==> src/hdl/fafr_pkg.sv <==
// shared types and codes for the frame allocator with fifo replacement
package fafr_pkg;

    localparam logic CMD_ALLOC = 1'b0;
    localparam logic CMD_FREE  = 1'b1;

    localparam logic OUT_OK  = 1'b0;
    localparam logic OUT_OOM = 1'b1;

    localparam int GRANT_W     = 10;
    localparam int OWNER_OUT_W = 6;

    typedef struct packed {
        logic next_we;
        logic prev_we;
    } link_we_t;

    typedef struct packed {
        logic [GRANT_W-1:0]     granted_frame;
        logic                   outcome;
        logic                   evicted;
        logic [OWNER_OUT_W-1:0] evicted_owner;
    } result_t;

endpackage

==> src/hdl/fafr_ctrl.sv <==
// command sequencer: list heads, tails and counts, read-modify-write of the stores
module fafr_ctrl #(
    parameter int FRAME_COUNT = 1024,
    parameter int OWNER_BITS  = 6,
    parameter int IDX_W       = 10,
    parameter int CNT_W       = 11
) (
    input  logic                  clk,
    input  logic                  rst_n,
    input  logic                  in_valid,
    output logic                  in_ready,
    input  logic                  cmd,
    input  logic [9:0]            frame_index,
    input  logic [5:0]            owner,
    output logic                  res_valid,
    input  logic                  res_ready,
    output fafr_pkg::result_t     res,
    output fafr_pkg::link_we_t    link_we,
    output logic [IDX_W-1:0]      next_waddr,
    output logic [IDX_W-1:0]      next_wdata,
    output logic [IDX_W-1:0]      prev_waddr,
    output logic [IDX_W-1:0]      prev_wdata,
    output logic [IDX_W-1:0]      rd_addr,
    input  logic [IDX_W-1:0]      rd_next,
    input  logic [IDX_W-1:0]      rd_prev,
    output logic                  info_we,
    output logic [IDX_W-1:0]      info_waddr,
    output logic                  info_wmapped,
    output logic [OWNER_BITS-1:0] info_wowner,
    input  logic                  rd_mapped,
    input  logic [OWNER_BITS-1:0] rd_owner
);
    import fafr_pkg::*;

    localparam logic [IDX_W-1:0] LAST = IDX_W'(FRAME_COUNT - 1);

    typedef enum logic [5:0] {
        S_INIT   = 6'b000001,
        S_IDLE   = 6'b000010,
        S_ALLOC  = 6'b000100,
        S_UNLINK = 6'b001000,
        S_APPEND = 6'b010000,
        S_DONE   = 6'b100000
    } state_t;

    state_t                  state_reg, state_next;
    logic [IDX_W-1:0]        init_reg, init_next;
    logic [IDX_W-1:0]        idx_reg, idx_next;
    logic                    idx_ok_reg, idx_ok_next;
    logic [OWNER_BITS-1:0]   owner_reg, owner_next;
    logic [IDX_W-1:0]        node_reg, node_next;
    logic                    evict_reg, evict_next;
    logic [IDX_W-1:0]        free_head_reg, free_head_next;
    logic [IDX_W-1:0]        free_tail_reg, free_tail_next;
    logic [IDX_W-1:0]        fifo_head_reg, fifo_head_next;
    logic [IDX_W-1:0]        fifo_tail_reg, fifo_tail_next;
    logic [CNT_W-1:0]        free_count_reg, free_count_next;
    logic [CNT_W-1:0]        fifo_count_reg, fifo_count_next;
    result_t                 res_reg, res_next;
    logic [CNT_W-1:0]        fifo_left;

    assign in_ready  = (state_reg == S_IDLE);
    assign res_valid = (state_reg == S_DONE);
    assign res       = res_reg;

    // fifo length once the evicted head is gone
    assign fifo_left = evict_reg ? fifo_count_reg - CNT_W'(1) : fifo_count_reg;

    assign rd_addr = (cmd == CMD_FREE) ? IDX_W'(frame_index)
                   : ((free_count_reg != '0) ? free_head_reg : fifo_head_reg);

    always_comb
    begin
        state_next      = state_reg;
        init_next       = init_reg;
        idx_next        = idx_reg;
        idx_ok_next     = idx_ok_reg;
        owner_next      = owner_reg;
        node_next       = node_reg;
        evict_next      = evict_reg;
        free_head_next  = free_head_reg;
        free_tail_next  = free_tail_reg;
        fifo_head_next  = fifo_head_reg;
        fifo_tail_next  = fifo_tail_reg;
        free_count_next = free_count_reg;
        fifo_count_next = fifo_count_reg;
        res_next        = res_reg;
        link_we         = '0;
        next_waddr      = idx_reg;
        next_wdata      = idx_reg;
        prev_waddr      = idx_reg;
        prev_wdata      = idx_reg;
        info_we         = 1'b0;
        info_waddr      = idx_reg;
        info_wmapped    = 1'b0;
        info_wowner     = owner_reg;

        unique case (state_reg)
            S_INIT:
            begin
                // clearing pass: links in order, nothing mapped
                link_we.next_we = 1'b1;
                link_we.prev_we = 1'b1;
                next_waddr      = init_reg;
                next_wdata      = (init_reg == LAST) ? '0 : init_reg + IDX_W'(1);
                prev_waddr      = init_reg;
                prev_wdata      = (init_reg == '0) ? LAST : init_reg - IDX_W'(1);
                info_we         = 1'b1;
                info_waddr      = init_reg;
                info_wmapped    = 1'b0;
                info_wowner     = '0;
                if (init_reg == LAST)
                begin
                    state_next = S_IDLE;
                end
                else
                begin
                    init_next = init_reg + IDX_W'(1);
                end
            end
            S_IDLE:
            begin
                if (in_valid)
                begin
                    idx_next    = IDX_W'(frame_index);
                    idx_ok_next = (32'(frame_index) < 32'(FRAME_COUNT));
                    owner_next  = OWNER_BITS'(owner);
                    evict_next  = 1'b0;
                    res_next    = '{granted_frame: '0, outcome: OUT_OK,
                                    evicted: 1'b0, evicted_owner: '0};
                    if (cmd == CMD_FREE)
                    begin
                        state_next = S_UNLINK;
                    end
                    else if (free_count_reg != '0)
                    begin
                        node_next  = free_head_reg;
                        state_next = S_ALLOC;
                    end
                    else if (fifo_count_reg != '0)
                    begin
                        node_next  = fifo_head_reg;
                        evict_next = 1'b1;
                        state_next = S_ALLOC;
                    end
                    else
                    begin
                        res_next.outcome = OUT_OOM;
                        state_next       = S_DONE;
                    end
                end
            end
            S_ALLOC:
            begin
                if (evict_reg)
                begin
                    fifo_head_next = rd_next;
                end
                else
                begin
                    free_head_next  = rd_next;
                    free_count_next = free_count_reg - CNT_W'(1);
                end
                if (fifo_left == '0)
                begin
                    fifo_head_next = node_reg;
                end
                else
                begin
                    link_we.next_we = 1'b1;
                    link_we.prev_we = 1'b1;
                    next_waddr      = fifo_tail_reg;
                    next_wdata      = node_reg;
                    prev_waddr      = node_reg;
                    prev_wdata      = fifo_tail_reg;
                end
                fifo_tail_next  = node_reg;
                fifo_count_next = fifo_left + CNT_W'(1);
                info_we         = 1'b1;
                info_waddr      = node_reg;
                info_wmapped    = 1'b1;
                info_wowner     = owner_reg;
                res_next.granted_frame = GRANT_W'(node_reg);
                res_next.evicted       = evict_reg;
                res_next.evicted_owner = evict_reg ? OWNER_OUT_W'(rd_owner) : '0;
                state_next = S_DONE;
            end
            S_UNLINK:
            begin
                if (idx_ok_reg && rd_mapped)
                begin
                    if (idx_reg == fifo_head_reg)
                    begin
                        fifo_head_next = rd_next;
                    end
                    else
                    begin
                        link_we.next_we = 1'b1;
                        next_waddr      = rd_prev;
                        next_wdata      = rd_next;
                    end
                    if (idx_reg == fifo_tail_reg)
                    begin
                        fifo_tail_next = rd_prev;
                    end
                    else
                    begin
                        link_we.prev_we = 1'b1;
                        prev_waddr      = rd_next;
                        prev_wdata      = rd_prev;
                    end
                    fifo_count_next = fifo_count_reg - CNT_W'(1);
                    info_we         = 1'b1;
                    info_waddr      = idx_reg;
                    info_wmapped    = 1'b0;
                    info_wowner     = rd_owner;
                    state_next      = S_APPEND;
                end
                else
                begin
                    state_next = S_DONE;
                end
            end
            S_APPEND:
            begin
                if (free_count_reg == '0)
                begin
                    free_head_next = idx_reg;
                end
                else
                begin
                    link_we.next_we = 1'b1;
                    link_we.prev_we = 1'b1;
                    next_waddr      = free_tail_reg;
                    next_wdata      = idx_reg;
                    prev_waddr      = idx_reg;
                    prev_wdata      = free_tail_reg;
                end
                free_tail_next  = idx_reg;
                free_count_next = free_count_reg + CNT_W'(1);
                state_next      = S_DONE;
            end
            S_DONE:
            begin
                if (res_ready)
                begin
                    state_next = S_IDLE;
                end
            end
            default:
            begin
                state_next = S_IDLE;
            end
        endcase
    end

    always_ff @(posedge clk or negedge rst_n)
    begin
        if (!rst_n)
        begin
            state_reg      <= S_INIT;
            init_reg       <= '0;
            free_head_reg  <= '0;
            free_tail_reg  <= LAST;
            fifo_head_reg  <= '0;
            fifo_tail_reg  <= '0;
            free_count_reg <= CNT_W'(FRAME_COUNT);
            fifo_count_reg <= '0;
        end
        else
        begin
            state_reg      <= state_next;
            init_reg       <= init_next;
            free_head_reg  <= free_head_next;
            free_tail_reg  <= free_tail_next;
            fifo_head_reg  <= fifo_head_next;
            fifo_tail_reg  <= fifo_tail_next;
            free_count_reg <= free_count_next;
            fifo_count_reg <= fifo_count_next;
        end
    end

    always_ff @(posedge clk)
    begin
        idx_reg    <= idx_next;
        idx_ok_reg <= idx_ok_next;
        owner_reg  <= owner_next;
        node_reg   <= node_next;
        evict_reg  <= evict_next;
        res_reg    <= res_next;
    end

    // every frame sits on exactly one list between commands
    a_frames_conserved: assert property (@(posedge clk) disable iff (!rst_n)
        (state_reg == S_IDLE) |->
        (32'(free_count_reg) + 32'(fifo_count_reg) == 32'(FRAME_COUNT)))
        else $error("frame counts do not add up to the pool size");

    a_oom_only_when_empty: assert property (@(posedge clk) disable iff (!rst_n)
        (state_reg == S_DONE && res_reg.outcome == OUT_OOM) |->
        (free_count_reg == '0 && fifo_count_reg == '0))
        else $error("out of memory reported with frames left");

    a_evict_only_when_free_empty: assert property (@(posedge clk) disable iff (!rst_n)
        (state_reg == S_ALLOC && evict_reg) |-> (free_count_reg == '0))
        else $error("eviction while the free list holds frames");

    a_no_write_when_idle: assert property (@(posedge clk) disable iff (!rst_n)
        (state_reg == S_IDLE || state_reg == S_DONE) |->
        (!link_we.next_we && !link_we.prev_we && !info_we))
        else $error("store written outside a command step");

endmodule

==> config.mk <==
export PLATFORM = sky130hd
export DESIGN_NAME = fafr_ctrl
export DESIGN_NICKNAME = d
export VERILOG_FILES = /design/src/hdl/fafr_pkg.sv /design/src/hdl/fafr_ctrl.sv
export SDC_FILE = /design/constraint.sdc
export NUM_CORES = 1
export LEC_CHECK = 0
export BUFFER_PORTS_ARGS = -buffer_cell sky130_fd_sc_hd__buf_2
export CAP_MARGIN = 25
export CORE_MARGIN = 2
export CORE_UTILIZATION = 45
export CTS_CLUSTER_SIZE = 40
export DETAILED_ROUTE_END_ITERATION = 6
export MAX_ROUTING_LAYER = met4
export PLACE_DENSITY = 0.69
export SLEW_MARGIN = 5
export SYNTH_ARGS = -nofsm -noshare
export SYNTH_HDL_FRONTEND = slang
export SYNTH_SLANG_ARGS = --single-unit
==> constraint.sdc <==
create_clock -name clk -period 3.7 [get_ports clk]
set_input_delay 0.74 -clock clk [delete_from_list [all_inputs] [get_ports clk]]
set_output_delay 0.74 -clock clk [all_outputs]
set_load 0.01 [all_outputs]
After elaboration in Yosys (flattened, before gate mapping)
Index checks and enable logic that the tools add are counted.
Widths: inputs -> output; s select.
Storage, ports and cells
  register bits: 123
  bits of input ports: 48
  output and inout port bits: 90
  logic and storage cells: 129
Operators by class
  add/sub/neg operators: 6
  equal/unequal tests: 18
  muxes and demuxes: 65
  bitwise operators: 2
  reductions and logical operators: 22
Operator list (number)
  $mux 10: 25
  $pmux 10 s2: 5
  $pmux 10 s4: 2
  $pmux 10 s3: 2
  $mux 6: 9
  $pmux 11 s2: 2
  $mux 11: 3
  $pmux 6 s5: 1
  $add 11x1->11 const B: 2
  $logic_not 11->1: 2
  $reduce_bool 11->1: 2
  $sub 11x1->11 const B: 2
  $eq 10x10->1: 2
  $mux 18: 1
  $ne 2x2->1 const B: 7
  $pmux 7 s2: 1
  $pmux 6 s2: 1
  $add 10x1->10 const B: 1
  $eq 10x10->1 const B: 1
  $logic_not 10->1: 1
  $reduce_and 2->1: 5
  $sub 10x1->10 const B: 1
  $reduce_and 3->1: 3
  $mux 1: 8
  15 further kinds: 24

Depth between registers and ports, before layout
  depth in word-level cells: 6
  depth in mapped cells: 14
  mapped depth without buffers: 11

Worst setup path after synthesis
Ideal clock, no wire load.
  path type: register to output
  from: reg fifo_count_reg[0]
  to: out next_wdata[2]
  data arrival time: 3002 ps
  path slack: -42 ps
  cell stages (with the launch flop): 15
  cell sequence: dfrtp_1 -> buf_2 -> inv_1 -> ha_1 -> buf_4 -> or3b_1 -> buf_2 -> or4b_4 -> a21oi_4 -> o211ai_4 -> and2_1 -> buf_2 -> buf_6 -> a222oi_1 -> nand2_1
On the way
  longest elaborated chain between the ends: 5
Ends and longest elaborated chain
  start: declaration: line fafr_ctrl.sv:58  | logic [CNT_W-1:0] fifo_count_reg, fifo_count_next;
  start signal: assignment: line fafr_ctrl.sv:279  | fifo_count_reg <= fifo_count_next;
  $sub 11x1->11: line fafr_ctrl.sv:67  | assign fifo_left = evict_reg ? fifo_count_reg - CNT_W'(1) : fifo_count_reg;
  $mux 11 *: line fafr_ctrl.sv:67
  $logic_not 11->1 *: line fafr_ctrl.sv:164  | if (fifo_left == '0)
  $mux 10 *: line fafr_ctrl.sv:164
  $pmux 10 s3 *: line fafr_ctrl.sv:98  | unique case (state_reg)
  end: declaration: line fafr_ctrl.sv:20  | output logic [IDX_W-1:0] next_wdata,
Mark *: on every way between the ends. The rest lies on a longest branch, timed or not.

Worst setup path after layout
  from: reg fifo_count_reg[0]
  to: out prev_waddr[7]
On the way
  longest elaborated chain between the ends: 5
Ends and longest elaborated chain
  $sub 11x1->11: line fafr_ctrl.sv:67
  $mux 11 *: line fafr_ctrl.sv:67
  $logic_not 11->1 *: line fafr_ctrl.sv:164
  $mux 10 *: line fafr_ctrl.sv:164
  $pmux 10 s3 *: line fafr_ctrl.sv:98
  end: declaration: line fafr_ctrl.sv:21  | output logic [IDX_W-1:0] prev_waddr,
Marks and branches as above.

==> flow_metrics.tcl <==
set metrics [dict create \
    status "finished with violations" \
    violations "design-rule violations, negative setup slack" \
    holdWs_ns 0.273 \
    cp_top_family "simple AND/OR/NAND/NOR gates" \
    ant_nets 0 \
    critPathArrivalTime_ns 3.27 \
    fillers 1548 \
    die_h_um 138 \
    routedWlPerCell_um 20.0 \
    grt_overflow_total 0 \
    h-tree-depth 4 \
    wl_mm 25.5 \
    hpwl_mm 18.4 \
    finalHoldViolCount 0 \
    viasPerCell 6.07 \
    final-setup-viol-count 41 \
    remaining_drc_errors 11 \
    final_cells 1275 \
    synth_most_common_cell "nand2_1" \
    via_count 7740 \
    synth_nets 939 \
    io_buffers 137 \
    gp_congestion 1.09 \
    ctsRootBufferMaster "clkbuf_16" \
    tns_ns -8.53 \
    grt_pass1_wl_mm 38.7 \
    multi_input_area_um2 4470 \
    maxSlewViolCount 0 \
    synth_top_cell_area_share_pct 20.5 \
    hold_class "primary input to asynchronous set/reset pin" \
    nNetsFinal 1099 \
    start_util_pct 46.2 \
    cp.buffers_inverters 5 \
    crit_path_cell_trace "inv_2 -> ha_4 -> or3b_4 -> or4b_4 -> a21oi_4 -> o211ai_4 -> buf_4 -> buf_4 -> o211ai_1 -> buf_4 -> nand2_1 -> nand2_1 -> buf_2" \
    pre_cts_slack_ns -0.0873 \
    finClkSkew_ns 0.00881 \
    critPathSlowestCell "or4b_4" \
    grt_max_degree 77 \
    power.total_mw 6.97 \
    timing.rr.end "free_count_reg[10]$_DFFE_PN1P_" \
    ys_warn_count 0 \
    final_util_pct 58.0 \
    syn2layout_area_growth_pct 25.5 \
    cts_tree "built" \
    drtIter0Drc 1085 \
    min_period_ns 4.01 \
    ys_top_cells_by_count "nand2_1, dfrtp_1, nor2_1" \
    cpMostUsedCell "buf_4" \
    setup_slack_ns -0.306 \
    ys_seq_elements 123 \
    largest_register_ffs 18 \
    seqCellArea_um2 3320 \
    worst_pin_slew_ns 0.856 \
    crit_path_max_fanout 9 \
    synthFlopType "dfrtp_1" \
    dp_cells 1229 \
    cts_sinks 123 \
    design_area_um2 10100 \
    max_freq_mhz 250 \
    yosysTopAreaCell "dfrtp_1" \
    clockBufferDepth 2 \
    drv_cap 0 \
    worstSetupPathType "flop to output port" \
    yosys-top-cells-area "dfrtp_1, edfxtp_1, nand2_1, xnor2_1, mux2_2" \
    postSynthCellCount 876 \
    rr_startpoint "state_reg[3]$_DFFE_PN0P_" \
    min_period_over_period_pct 108 \
    first_pass_iters 7 \
    yosysUniqueCellTypes 76 \
    synth_edf_count 45 \
    antenna_found_initial 1 \
    syn_area_um2 8050 \
    drive_above_1_share_pct 30.8 \
    syn_avg_cell_area_um2 9.19 \
    cts_buffers 17 \
    critPathMaxStageDelay_ns 0.51 \
    grtUsageTotal_pct 27.7 \
    die_w_um 138 \
    endpoint_kind "output port" \
    grt_setup_unrepaired "true" \
    clock_latency_ns 0.43 \
    synthArstFlopShare_pct 63.4 \
    cp-startpoint "fifo_count_reg[0]$_DFFE_PN0P_" \
    relSlewSlack_pct 42.9 \
    placed_cell_area_um2 9190 \
    die_area_um2 19000 \
    p_leak_nw 4.51 \
    core_um2 17400 \
    ir_worst_vdd_v 0.000398 \
    io_pins 138 \
    cts.reportedPaths.clkPinSlew_ns 0.06 \
    num_rows 48 \
    yosysSeqAreaShare_pct 41.2 \
    worstRegToRegCells 11 \
    power.density_nw_per_um2 690 \
    worstPathRequired_ns 2.96 \
    rrSetupSlack_ns 0.49 \
    startpoint_type "flop" \
    grt_pass1_vias 6959 \
]
-- how the worst max path moves through the flow --
stage | to | slack, ns | cells past startpoint
after floorplan | next_waddr[9] | 0.006 | 13
after global placement | next_waddr[6] | -0.03 | 10
after detailed placement | next_waddr[6] | -0.09 | 10
after CTS | next_waddr[6] | -0.21 | 11
after global routing | prev_wdata[9] | -0.40 | 11
final | prev_waddr[7] | -0.31 | 13
-- layout by cell type (no fill, tap or decap), types with 21 or more instances in the layout --
cell type / synthesis / routed
nand2_1: 148 / 147
buf_2: 6 / 134
dfrtp_1: 66 / 66
buf_4: 1 / 65
nor2_1: 63 / 63
xnor2_1: 47 / 47
edfxtp_1: 45 / 45
a21oi_1: 43 / 42
mux2_2: 33 / 33
o21ai_0: 30 / 29
inv_1: 28 / 25
nand3_1: 23 / 23
a222oi_1: 23 / 23
xor2_1: 21 / 21
-- cell families after synthesis --
logic type | after synthesis | synth area share [%]
xor+xnor | 68 | 7.40
buf+inv | 96 | 4.90
compound gates | 194 | 17.7
mux | 47 | 6.98
flops | 123 | 41.2
fa+ha+maj | 15 | 2.43
simple gates | 333 | 19.4
-- what timing repair did --
| item | CTS | global route |
|---|---|---|
| buffers inserted | 9 | 2 |
| endpoints found under the setup margin | 42 | 42 |
| gates cloned | 1 | 0 |
| pin swaps | 18 | 9 |
| hold buffers | 0 | 0 |
| gates resized for setup | 29 | 4 |
-- cell type report --
| cell class | instances | share of cell area (%) |
|---|---|---|
| antenna | 1 | 0.0248 |
| clock buffer | 17 | 4.21 |
| clock inverter | 15 | 2.12 |
| inverter | 29 | 1.08 |
| multi-input combinational | 658 | 44.3 |
| sequential | 123 | 32.9 |
| tap | 225 | 2.79 |
| timing repair buffer | 207 | 12.6 |
-- power breakdown --
part	internal, mW	switching [mW]
registers	1.94	0.410
clock network	1.14	0.681
logic	1.25	1.55
-- routing by layer --
metal,share of wire (%),vias up,global-route usage (%),routed length [um]
met2,43,505,38.3,11000
met4,3.2,0,11.0,825
met3,11,81,7.25,2890
li1,-,3520,-,-
met1,42,3634,38.6,10800
met5,0,-,-,0
Note: power is estimated with default switching activity, not from simulation.
